[config.mk]
export PLATFORM = sky130hd
export DESIGN_NAME = siw_div_stage
export DESIGN_NICKNAME = d
export VERILOG_FILES = /design/src/hw/rtl/siw_div_stage.sv
export SDC_FILE = /design/constraint.sdc
export NUM_CORES = 1
export LEC_CHECK = 0
export BUFFER_PORTS_ARGS = -buffer_cell sky130_fd_sc_hd__buf_4
export CAP_MARGIN = 20
export CORE_MARGIN = 2
export CORE_UTILIZATION = 35
export CTS_CLUSTER_DIAMETER = 60
export CTS_CLUSTER_SIZE = 24
export DETAILED_ROUTE_END_ITERATION = 8
export GPL_TIMING_DRIVEN = 0
export PLACE_DENSITY = 0.64
export SYNTH_ARGS = -nofsm -noshare
export SYNTH_HDL_FRONTEND = slang
export SYNTH_SLANG_ARGS = --single-unit
[constraint.sdc]
create_clock -name clk -period 0.8 [get_ports clk]
set_input_delay 0.04 -clock clk [delete_from_list [all_inputs] [get_ports clk]]
set_output_delay 0.04 -clock clk [all_outputs]
set_load 0.1 [all_outputs]
[src/hw/rtl/siw_div_stage.sv]
// ============================================================================
// siw_div_stage
// One restoring-division step: shifts in a dividend bit, subtracts if it fits.
// ============================================================================
module siw_div_stage #(
    parameter int INDEX_WIDTH = 32
) (
    input  logic                   clk,
    input  logic                   rst_n,
    input  logic                   en,
    input  logic [INDEX_WIDTH-1:0] range,
    input  logic                   valid_in,
    input  logic                   neg_in,
    input  logic [INDEX_WIDTH-1:0] rem_in,
    input  logic [INDEX_WIDTH-1:0] dvd_in,
    output logic                   valid_out,
    output logic                   neg_out,
    output logic [INDEX_WIDTH-1:0] rem_out,
    output logic [INDEX_WIDTH-1:0] dvd_out
);
    logic                   valid_reg;
    logic                   neg_reg;
    logic [INDEX_WIDTH-1:0] rem_reg;
    logic [INDEX_WIDTH-1:0] dvd_reg;
    logic [INDEX_WIDTH:0]   trial;
    logic [INDEX_WIDTH:0]   diff;
    logic [INDEX_WIDTH-1:0] rem_next;

    assign trial = {rem_in, dvd_in[INDEX_WIDTH-1]};
    assign diff  = trial - {1'b0, range};

    always_comb
    begin
        if (trial >= {1'b0, range})
        begin
            rem_next = diff[INDEX_WIDTH-1:0];
        end
        else
        begin
            rem_next = trial[INDEX_WIDTH-1:0];
        end
    end

    always_ff @(posedge clk or negedge rst_n)
    begin
        if (!rst_n)
        begin
            valid_reg <= 1'b0;
        end
        else if (en)
        begin
            valid_reg <= valid_in;
        end
    end

    always_ff @(posedge clk)
    begin
        if (en)
        begin
            neg_reg <= neg_in;
            rem_reg <= rem_next;
            dvd_reg <= {dvd_in[INDEX_WIDTH-2:0], 1'b0};
        end
    end

    assign valid_out = valid_reg;
    assign neg_out   = neg_reg;
    assign rem_out   = rem_reg;
    assign dvd_out   = dvd_reg;

endmodule

=== Yosys cells after proc, flatten, opt, wreduce, memory -nomap -nowiden ===
Index checks and enable logic that the tools add are counted.

* Equal/unequal tests: 0
* Mux-type cells: 1
* Shift operators: 0
* Add/subtract/negate cells: 1
* Reductions and logical operators: 0
* Multiply operators: 0
* Div/mod/pow operators: 0
* Magnitude comparators: 1
* Bitwise gates (word level): 0

{| class="wikitable"
|+ Operators by type and width
! kind !! count
|-
| $ge A33 B32 Y1 || 1
|-
| $mux W32 || 1
|-
| $sub A32 B32 Y32 || 1
|}

* Logic and storage cells: 7
* Bits in latches: 0
* Input port bits: 101
* Memories: 0
* Output and inout port bits: 66
* Bits in registers: 65
* Memory bits (read-only): 0
* RAM bits: 0

=== Longest topological paths before layout ===
Gate-level depths: netlist (run 1).

* Word-level depth: 2
* Depth in mapped cells: 13
* Gate-level depth less buffers: 12

=== Least setup slack after synthesis (run 1) ===
No wires, ideal clock.

* Path kind: input to register
* From: input port dvd_in[31]
* To: register rem_reg[28], in the netlist rem_out[28] (data pin)
* Cell stages on the path: 12
* Required time: 0.540 ns
* Buffers on the path: 0
* Slack: -1.805 ns
* Arrival time: 2.345 ns
* Setup time: 0.260 ns
* Path through: inv_1 -> ha_1 -> inv_1 -> fa_1 -> a21o_1 -> a221oi_4 -> o2111ai_1 -> a31o_1 -> a221oi_4 -> o221ai_2 -> xor2_1 -> mux2_2

* Cells in the longest elaborated chain, start to end: 2
* Elaborated cells on any way between the ends: 3
* Classes of those cells: add/sub: 1; order compare: 1; mux: 1

{| class="wikitable"
|+ Ends and longest elaborated chain
! item !! RTL line !! RTL
|-
| start: declaration || 15 || <nowiki>input logic [INDEX_WIDTH-1:0] dvd_in,</nowiki>
|-
| $sub A32 B32 Y32 or $ge A33 B32 Y1 (tied branches) || 30, 34 ||
|-
| $mux W32 (*) || 34 || <nowiki>if (trial >= {1'b0, range})</nowiki>
|-
| net rem_next[28] || 27 || <nowiki>logic [INDEX_WIDTH-1:0] rem_next;</nowiki>
|-
| end signal: assignment || 61 || <nowiki>rem_reg <= rem_next;</nowiki>
|-
| end: declaration || 23 || <nowiki>logic [INDEX_WIDTH-1:0] rem_reg;</nowiki>
|}

Mark *: on every way through the listed nets, which the timed path passes. The rest lies on a longest branch.
A chain may end at the register's enable or synchronous reset.

=== Final worst setup path (run 1) ===
Ends and elaborated chain as after synthesis.

==> flow_summary.json, run 1 <==
{
  "antenna_cells": 0,
  "num_vias": 4122,
  "cts.path.max_buffers": 2,
  "grt_util_met2_pct": 36.8,
  "die_area_um2": 12800,
  "nets": 798,
  "synthArstFlopShare_pct": 1.54,
  "fillers": 847,
  "endpoint_kind": "flip-flop",
  "worstHoldPathType": "in -> reg",
  "whs_ns": -0.0119,
  "hpwl_um": 8900,
  "avgSynthCellArea_um2": 10.1,
  "clkSinkCount": 65,
  "synthCells": 413,
  "synth_edf_count": 64,
  "grt_pass1_wl_um": 20900,
  "grt_pass1_vias": 4181,
  "grt_max_degree": 66,
  "worst_slew_pin_slew_ns": 0.687,
  "synth_top_area_share_pct": 46.1,
  "synthToLayoutAreaGrowth_pct": 87.2,
  "ys_warn_count": 0,
  "fin_skew_ns": 0,
  "regArea_um2": 1950,
  "finalCriticalPeriod_ns": 2.42,
  "initial_core_util_pct": 36.2,
  "dp_slack_ns": -2.20,
  "detail_route.first_pass.iterations": 8,
  "synth_nets": 547,
  "core_area_um2": 11500,
  "clk_latency_ns": 0.33,
  "synth_seq_cells": 65,
  "cts_root_buf": "clkbuf_16",
  "multi_input_area_um2": 2610,
  "finalCritPeriodShare_pct": 303,
  "slew_viol_final": 0,
  "critPathBufInv": 3,
  "synth-seq-area-share_pct": 46.7,
  "power_leakage_uw": 0.00333,
  "top_usage_layer": "met2",
  "yosys.area.top_type": "edfxtp_1",
  "critPathArrivalTime_ns": 2.50,
  "criticalPathCategory": "in -> reg",
  "fmax_mhz": 413,
  "min_path_cells": 3,
  "crit_family": "compound AO/OA/AOI/OAI gates",
  "met3_usage_pct": 5.52,
  "min-delay-start": "rem_in[17]",
  "gp_congestion": 0.822,
  "h-tree-depth": 3,
  "portBuffers": 165,
  "crit_slowest_cell": "fa_2",
  "setup_viol_count_final": 98,
  "crit_fanout": 2,
  "wl_per_cell_um": 17.0,
  "netlist_area_um2": 4170,
  "violations": "design-rule violations, negative hold slack, negative setup slack",
  "worstReg2RegStart": "valid_out$_DFFE_PN0P_",
  "viasPerCell": 5.08,
  "cts_tree": "done",
  "drtAntennaViolNets": 0,
  "power.density_nw_per_um2": 2050,
  "cap_violations": 0,
  "rr_worst_depth": 1,
  "grtUsageTotal_pct": 20.7,
  "drive_above_1_share_pct": 51.0,
  "critical_path.max_stage_delay_ns": 0.33,
  "critPathLaunchType": "input port",
  "numCtsBuffers": 9,
  "r2r_end": "valid_out$_DFFE_PN0P_",
  "synth_area_leaders": "edfxtp_1 (46%), ha_1 (9.6%), inv_1 (4.1%)",
  "remaining_drc_errors": 20,
  "ir_worst_vdd_uv": 1020,
  "cp_data_required_time_ns": 0.88,
  "die_h_um": 113,
  "synthFlopType": "edfxtp_1",
  "io_pins": 167,
  "clk_pin_slew_ns": 0.06,
  "cpMostUsedCell": "a221oi_4",
  "path_cells": "buf_12 > inv_12 > ha_4 > inv_2 > fa_2 > a21o_1 > a221oi_4 > o2111ai_2 > a31o_4 > a221oi_4 > o221ai_2 > xor2_1 > mux2_2",
  "grt_setup_unrepaired": "yes",
  "relSlewSlack_pct": 53.6,
  "met1_usage_pct": 24.8,
  "hold_viol": 1,
  "ys_types": 49,
  "grt.overflow.total": 0,
  "holdPathEnd": "rem_out[18]$_DFFE_PP_",
  "routed_wl_um": 13800,
  "antenna_found_initial": 0,
  "die_x_um": 113,
  "num_rows": 39,
  "reg2reg_setup_slack_ns": -0.06,
  "status": "complete, but fails checks",
  "drtIter0Drc": 297,
  "fin_ws_ns": -1.62
}
[cells in the mapped netlist (all sizes together), types with 4 or more instances]
| library cell | number |
|---|---|
| xor2 | 13 |
| o211ai | 5 |
| o31ai | 4 |
| o21a | 8 |
| a21o | 7 |
| a211oi | 4 |
| clkbuf | 12 |
| a31oi | 4 |
| o21bai | 5 |
| mux2 | 6 |
| nor2 | 17 |
| o21ai | 38 |
| nand4 | 8 |
| xnor2 | 13 |
| ha | 32 |
| buf | 4 |
| nand3 | 5 |
| nand2b | 5 |
| a21oi | 30 |
| inv | 46 |
| nand2 | 46 |
| edfxtp | 64 |
| nor3 | 5 |
[area by class of cell]
| cell class | instances | area share [%] |
|---|---|---|
| multi-input cells | 286 | 33.5 |
| repair buffers | 246 | 31.1 |
| flip-flops and latches | 65 | 25.0 |
| clock buffers | 9 | 2.89 |
| inverters | 46 | 2.63 |
| well taps | 143 | 2.29 |
| plain buffers | 10 | 1.68 |
| clock inverters | 7 | 0.898 |
[registers in the layout, summed over array words and instances, names as in the netlist]
register and flops:
neg_out 1, valid_out 1, rem_out 32, dvd_out 31
[placed cells by master (no fill, tap or decap), types with 10 or more instances in the layout]
| master | instances |
|---|---|
| o21ai_2 | 21 |
| dlygate4sd3_1 | 42 |
| ha_4 | 14 |
| clkbuf_16 | 12 |
| nand2_1 | 28 |
| nor2_1 | 12 |
| o21ai_0 | 10 |
| buf_8 | 10 |
| buf_4 | 113 |
| xor2_1 | 12 |
| edfxtp_1 | 64 |
| nand2_2 | 10 |
| xnor2_1 | 12 |
| ha_1 | 17 |
| buf_6 | 76 |
| inv_1 | 38 |
| a21oi_1 | 22 |
[how the worst max path moves through the flow]
stage                     from                    end  slack [ns]  cells after the start
finish              dvd_in[31]  rem_out[28]$_DFFE_PP_       -1.62                     13
global route        dvd_in[31]  rem_out[26]$_DFFE_PP_       -1.73                     15
CTS                 dvd_in[31]  rem_out[28]$_DFFE_PP_       -1.61                     13
detailed placement  dvd_in[31]  rem_out[28]$_DFFE_PP_       -2.20                     13
global placement    dvd_in[31]  rem_out[28]$_DFFE_PP_       -2.21                     13
floorplan           dvd_in[31]  rem_out[28]$_DFFE_PP_       -1.77                     12
[metrics by stage]
step / cells / TNS [ns] / power, uW / util (%) / area [um2]
3_3_place_gp: 721 / -71.10 / 10600 / 51.4 / 5910
6_report: 812 / -54.71 / 16000 / 67.8 / 7800
5_1_grt: 812 / -58.40 / 16600 / 67.8 / 7800
3_5_place_dp: 721 / -72.83 / 10600 / 51.4 / 5910
4_1_cts: 800 / -50.90 / 15800 / 65.4 / 7530
2_1_floorplan: 413 / -47.46 / 9110 / - / 4500
[logic make-up after synthesis]
| family | count (synthesis) | share of synthesized area [%] |
|---|---|---|
| fa+ha+maj | 33 | 10.1 |
| mux | 6 | 1.62 |
| flops | 65 | 46.7 |
| buf+inv | 62 | 5.88 |
| simple gates | 97 | 10.7 |
| compound gates | 123 | 19.5 |
| xor+xnor | 26 | 5.46 |
| other cells | 1 | 0.0899 |
[what timing repair did]
item / 4_1_cts / 5_1_grt
gates cloned: 5 / 0
gates resized for setup: 169 / 50
setup endpoints to repair: 98 / 98
pin swaps: 37 / 35
setup buffers: 24 / 13
hold buffers: 38 / 4
hold endpoints to repair: 38 / 4
[routing by layer]
metal / wire length (um) / vias to the layer above
met5: 0 / -
met4: 234 / 0
met3: 1100 / 16
met2: 6900 / 151
met1: 5590 / 1939
li1: - / 2016
[power by group]
part / internal [uW] / leakage (uW) / switching (uW) / total (uW)
sequential: 4270 / 0.000636 / 198 / 4470
combinational: 2760 / 0.00255 / 4870 / 7630
clock: 2410 / 0.000146 / 1520 / 3930
[tightest hold or removal path: cells and delay by family]
| kind | cells | cell delay (ns) |
|---|---|---|
| AO/OA/AOI/OAI | 1 | 0.04 |
| buffers and inverters | 1 | 0.09 |
| AND/OR/NAND/NOR | 1 | 0.04 |
Power figures use the tool's default switching activity.
==> run 2, diff against run 1 <==
--- a/config.mk
+++ b/config.mk
@@ -10,3 +10,3 @@
 export CORE_MARGIN = 2
-export CORE_UTILIZATION = 35
+export CORE_UTILIZATION = 45
 export CTS_CLUSTER_DIAMETER = 60
@@ -15,3 +15,3 @@
 export GPL_TIMING_DRIVEN = 0
-export PLACE_DENSITY = 0.64
+export PLACE_DENSITY = 0.79
 export SYNTH_ARGS = -nofsm -noshare
--- a/constraint.sdc
+++ b/constraint.sdc
@@ -3,2 +3,2 @@
 set_output_delay 0.04 -clock clk [all_outputs]
-set_load 0.1 [all_outputs]
+set_load 0.05 [all_outputs]
==> flow_summary.json, run 2 (same netlist as run 1, synthesis figures left out) <==
{
  "status": "complete, but fails checks",
  "violations": "negative hold slack, negative setup slack",
  "grtUsageTotal_pct": 32.3,
  "power_frac_seq_pct": 31.3,
  "die_area_um2": 10100,
  "power_leakage_uw": 0.00335,
  "drtIter0Drc": 326,
  "worst_slew_pin_slew_ns": 0.640,
  "endpoint_kind": "flip-flop",
  "combPwrFrac_pct": 45.1,
  "switchingPower_uw": 5460,
  "clkSinkCount": 65,
  "multi_input_area_um2": 2570,
  "finalCritPeriodShare_pct": 320,
  "criticalPathCategory": "in -> reg",
  "cap_violations": 0,
  "drtAntennaViolNets": 0,
  "critPathLaunchType": "input port",
  "initial_core_util_pct": 45.8,
  "fmax_mhz": 391,
  "layout_commonest_cell": "buf_4",
  "whs_ns": -0.0173,
  "clk_pin_slew_ns": 0.09,
  "slew_viol_final": 0,
  "fin_setup_tns_ns": -53.54,
  "fin_ws_ns": -1.76,
  "detail_route.first_pass.iterations": 8,
  "sw_frac_of_total_pct": 38.2,
  "core_area_um2": 9110,
  "fillers": 405,
  "numCtsBuffers": 9,
  "grt_pass1_wl_um": 24800,
  "die_x_um": 100,
  "power_uw": 14300,
  "viasPerCell": 5.80,
  "drive_above_1_share_pct": 50.6,
  "ir_worst_vdd_uv": 1160,
  "power.density_nw_per_um2": 1830,
  "gp_congestion": 0.827,
  "antenna_found_initial": 0,
  "num_vias": 4642,
  "grt_setup_unrepaired": "yes",
  "h-tree-depth": 3,
  "hold_viol": 3,
  "fin_skew_ns": 0,
  "finalCriticalPeriod_ns": 2.56,
  "hpwl_um": 8720,
  "relSlewSlack_pct": 57.3,
  "cts_root_buf": "clkbuf_8",
  "num_rows": 35,
  "nets": 819,
  "worstHoldPathType": "in -> reg",
  "largest_reg_flops": 32,
  "antenna_cells": 0,
  "clock_power_share_pct": 23.6,
  "critPathArrivalTime_ns": 2.67,
  "grt_pass1_vias": 4712,
  "remaining_drc_errors": 0,
  "portBuffers": 165,
  "routed_wl_um": 17800,
  "cts.path.max_buffers": 2,
  "crit_fanout": 2,
  "grt_max_degree": 66,
  "intPower_uw": 8850,
  "setup_viol_count_final": 98,
  "io_pins": 167,
  "regArea_um2": 1950,
  "cts_tree": "done",
  "wl_per_cell_um": 22.2,
  "cp_data_required_time_ns": 0.91,
  "grt.overflow.total": 0,
  "synthToLayoutAreaGrowth_pct": 87.4,
  "clk_latency_ns": 0.37,
  "die_h_um": 100,
  "layout_common_cells": "buf_4 (120), buf_6 (79), edfxtp_1 (64)"
}
[run 2: cell count changes in the layout (fill, tap and decap cells not counted), sizes merged]
cell         before  now
dlygate4sd3      42   57
clkbuf           14   18
clkinv            4    0
buf             209  212
clkinvlp          1    3
bufinv            1    2
[run 2: repair_timing]
item | 4_1_cts | 5_1_grt
buffers inserted | 33 | 11
cloned | 5 | 0
gates resized for setup | 170 | 46
hold endpoints to repair | 56 | 1
hold buffers | 56 | 1
endpoints found under the setup margin | 98 | 98
pin swaps | 51 | 42
[run 2: area by class of cell]
type | count | area share, %
repair buffers | 267 | 33.1
well taps | 111 | 1.78
clock inverters | 6 | 1.17
clock buffers | 10 | 1.63
multi-input cells | 286 | 32.9
plain buffers | 10 | 1.76
flip-flops and latches | 65 | 24.9
inverters | 46 | 2.66
[run 2: stage by stage]
step | instance area [um2] | hold slack [ns] | instances | setup WS (ns) | util (%)
CTS | 7580 | 0.00173 | 793 | -1.57 | 83.2
floorplan | 4490 | -0.256 | 413 | -1.77 | -
global placement | 5870 | -0.185 | 689 | -2.18 | 64.5
detailed placement | 5870 | -0.183 | 689 | -2.18 | 64.5
finish | 7810 | -0.0173 | 801 | -1.76 | 85.8
global route | 7810 | -0.00200 | 801 | -1.81 | 85.8
[run 2: final timing paths]
kind	start	endpoint	slack, ns	cells past startpoint
worst max register to register	valid_out$_DFFE_PN0P_	valid_out$_DFFE_PN0P_	-0.11	2
min in group asynchronous	rst_n	valid_out$_DFFE_PN0P_	0	2
worst min register to register	valid_out$_DFFE_PN0P_	valid_out$_DFFE_PN0P_	0.64	2
worst min-delay path	rem_in[21]	rem_out[22]$_DFFE_PP_	-0.02	3
worst max-delay path	dvd_in[31]	rem_out[24]$_DFFE_PP_	-1.76	14
max in group asynchronous	rst_n	valid_out$_DFFE_PN0P_	0.71	2
[run 2: power groups by stage]
stage	clock, uW	sequential [uW]	combinational [uW]
floorplan	0	5850	1770
global placement	0	4430	4600
detailed placement	0	4440	4670
CTS	3210	4450	5880
global route	3490	4510	6710
finish	3380	4490	6450
[run 2: worst max-delay path: stages]
cell       delay (ns)
buf_12           0.11
inv_12           0.04
ha_4             0.14
inv_2            0.05
fa_2             0.37
a21o_1           0.24
a221oi_4         0.33
o2111ai_2        0.16
a31o_4           0.27
a221oi_4         0.30
buf_4            0.18
o21bai_1         0.08
xnor2_1          0.21
o21ai_1          0.13
[run 2: routing by layer]
metal  up-vias  share of wire [%]  global-route usage (%)
li1       2042                  -                       -
met1      2237                 38                    39.6
met2       291                 50                    56.5
met3        72                8.0                    6.34
met4         0                4.2                    11.8
met5         -                  0                       0
==> run 3, diff against run 2 <==
Settings changed: CORE_UTILIZATION 45 to 30, CTS_BUF_LIST set to sky130_fd_sc_hd__clkbuf_4 sky130_fd_sc_hd__clkbuf_8, PLACE_DENSITY 0.79 to 0.57.
==> flow_summary.json, run 3 (same netlist as run 1, synthesis figures left out) <==
{
  "status": "complete, but fails checks",
  "violations": "negative hold slack, negative setup slack",
  "power.density_nw_per_um2": 1770,
  "slew_viol_final": 0,
  "remaining_drc_errors": 0,
  "criticalPathCategory": "in -> reg",
  "hpwl_um": 9350,
  "grt_max_degree": 66,
  "grtUsageTotal_pct": 19.0,
  "viasPerCell": 4.81,
  "path_cells": "buf_12 > inv_12 > ha_4 > inv_2 > fa_2 > a21o_1 > a221oi_4 > o2111ai_2 > a31o_1 > a221oi_4 > o221ai_2 > xor2_1 > mux2_2",
  "fmax_mhz": 425,
  "grt_pass1_vias": 4266,
  "cts_tree": "done",
  "fin_setup_tns_ns": -48.55,
  "cpMostUsedCell": "a221oi_4",
  "largest_reg_flops": 32,
  "worst_slew_pin_slew_ns": 0.612,
  "critPathBufInv": 3,
  "crit_family": "compound AO/OA/AOI/OAI gates",
  "die_area_um2": 14900,
  "nets": 811,
  "design_area_um2": 7830,
  "crit_slowest_cell": "fa_2",
  "finalCritPeriodShare_pct": 294,
  "worstReg2RegStart": "valid_out$_DFFE_PN0P_",
  "setup_viol_count_final": 97,
  "routed_wl_um": 14300,
  "relSlewSlack_pct": 59.2,
  "grt.overflow.total": 0,
  "numCtsBuffers": 9,
  "core_area_um2": 13700,
  "drive_above_1_share_pct": 48.2,
  "synthToLayoutAreaGrowth_pct": 87.9,
  "critPathLaunchType": "input port",
  "fin_skew_ns": 0,
  "clk_latency_ns": 0.35,
  "crit_fanout": 2,
  "r2r_end": "valid_out$_DFFE_PN0P_",
  "min-delay-start": "rem_in[17]",
  "hold_viol": 2,
  "h-tree-depth": 3,
  "grt_setup_unrepaired": "yes",
  "fillers": 1117,
  "worstHoldPathType": "in -> reg",
  "clkSinkCount": 65,
  "cp_data_required_time_ns": 0.91,
  "reg2reg_setup_slack_ns": 0.02,
  "num_rows": 43,
  "antenna_cells": 0,
  "wl_per_cell_um": 16.6,
  "gp_congestion": 0.782,
  "detail_route.first_pass.iterations": 4,
  "initial_core_util_pct": 30.4,
  "finalCriticalPeriod_ns": 2.35,
  "critPathArrivalTime_ns": 2.47,
  "fin_ws_ns": -1.55,
  "drtIter0Drc": 187,
  "io_pins": 167,
  "cp-startpoint": "dvd_in[31]",
  "drtAntennaViolNets": 0,
  "cts_root_buf": "clkbuf_8",
  "whs_ns": -0.0185,
  "power_leakage_uw": 0.00333,
  "endpoint_kind": "flip-flop",
  "portBuffers": 165,
  "placed_area_um2": 5960,
  "rr_worst_depth": 1,
  "min_path_cells": 3,
  "holdPathEnd": "rem_out[18]$_DFFE_PP_",
  "layout_commonest_cell": "buf_4",
  "critical_path.max_stage_delay_ns": 0.35,
  "grt_pass1_wl_um": 21700,
  "num_vias": 4143,
  "cts.path.max_buffers": 2,
  "layout_common_cells": "buf_4 (116), buf_6 (80), edfxtp_1 (64)",
  "ir_worst_vdd_uv": 940,
  "die_x_um": 122,
  "clk_pin_slew_ns": 0.09,
  "antenna_found_initial": 0,
  "cap_violations": 0,
  "die_h_um": 122
}
run 3: changes by cell type in the layout (fill, tap and decap cells not counted), sizes merged:
cell / before / now
inv: 47 / 46
buf: 212 / 207
clkinvlp: 3 / 2
clkbuf: 18 / 15
clkinv: 0 / 2
run 3: what timing repair did:
item	4_1_cts	5_1_grt
hold endpoints to repair	53	3
gates resized for setup	162	39
endpoints found under the setup margin	98	97
hold buffers	54	3
setup buffers	29	5
gates cloned	6	0
pin swaps	45	19
run 3: per-stage QoR:
stage	power, uW	setup slack [ns]	instances	util [%]
floorplan	7620	-1.77	413	-
CTS	13600	-1.51	855	55.4
global route	14500	-1.63	862	57.1
global placement	9110	-2.19	758	43.4
finish	13900	-1.55	862	57.1
detailed placement	9160	-2.19	758	43.4
run 3: metal layers:
layer / vias to the layer above / GRT usage (%) / wire length (um)
li1: 2031 / - / -
met1: 1937 / 22.6 / 5710
met2: 155 / 33.3 / 7120
met3: 20 / 4.96 / 1200
met4: 0 / 5.96 / 250
met5: - / 0 / 0
run 3: worst max-delay path by stage:
stage	end	cells past startpoint
5_1_grt	rem_out[28]$_DFFE_PP_	13
3_5_place_dp	rem_out[28]$_DFFE_PP_	13
6_report	rem_out[28]$_DFFE_PP_	13
2_1_floorplan	rem_out[28]$_DFFE_PP_	12
3_3_place_gp	rem_out[28]$_DFFE_PP_	13
4_1_cts	rem_out[28]$_DFFE_PP_	13
run 3: cell type report:
cell class	count	area (um2)	share of cell area (%)
buffer	10	141	1.81
clock buffer	10	131	1.68
clock inverter	6	92.6	1.18
inverter	46	205	2.62
multi-input combinational	286	2590	33.1
sequential	65	1950	24.9
tap	180	225	2.88
timing repair buffer	259	2490	31.8
run 3: report_power, final:
part / total [uW] / internal (uW) / switching (uW)
Clock: 3210 / 1800 / 1410
Combinational: 6190 / 2770 / 3410
Sequential: 4450 / 4260 / 192
Total: 13900 / 8840 / 5020
run 3: worst min-delay path, cell delays in order:
cell     delay (ns)
buf_4          0.08
nand2_1        0.05
o21ai_2        0.05
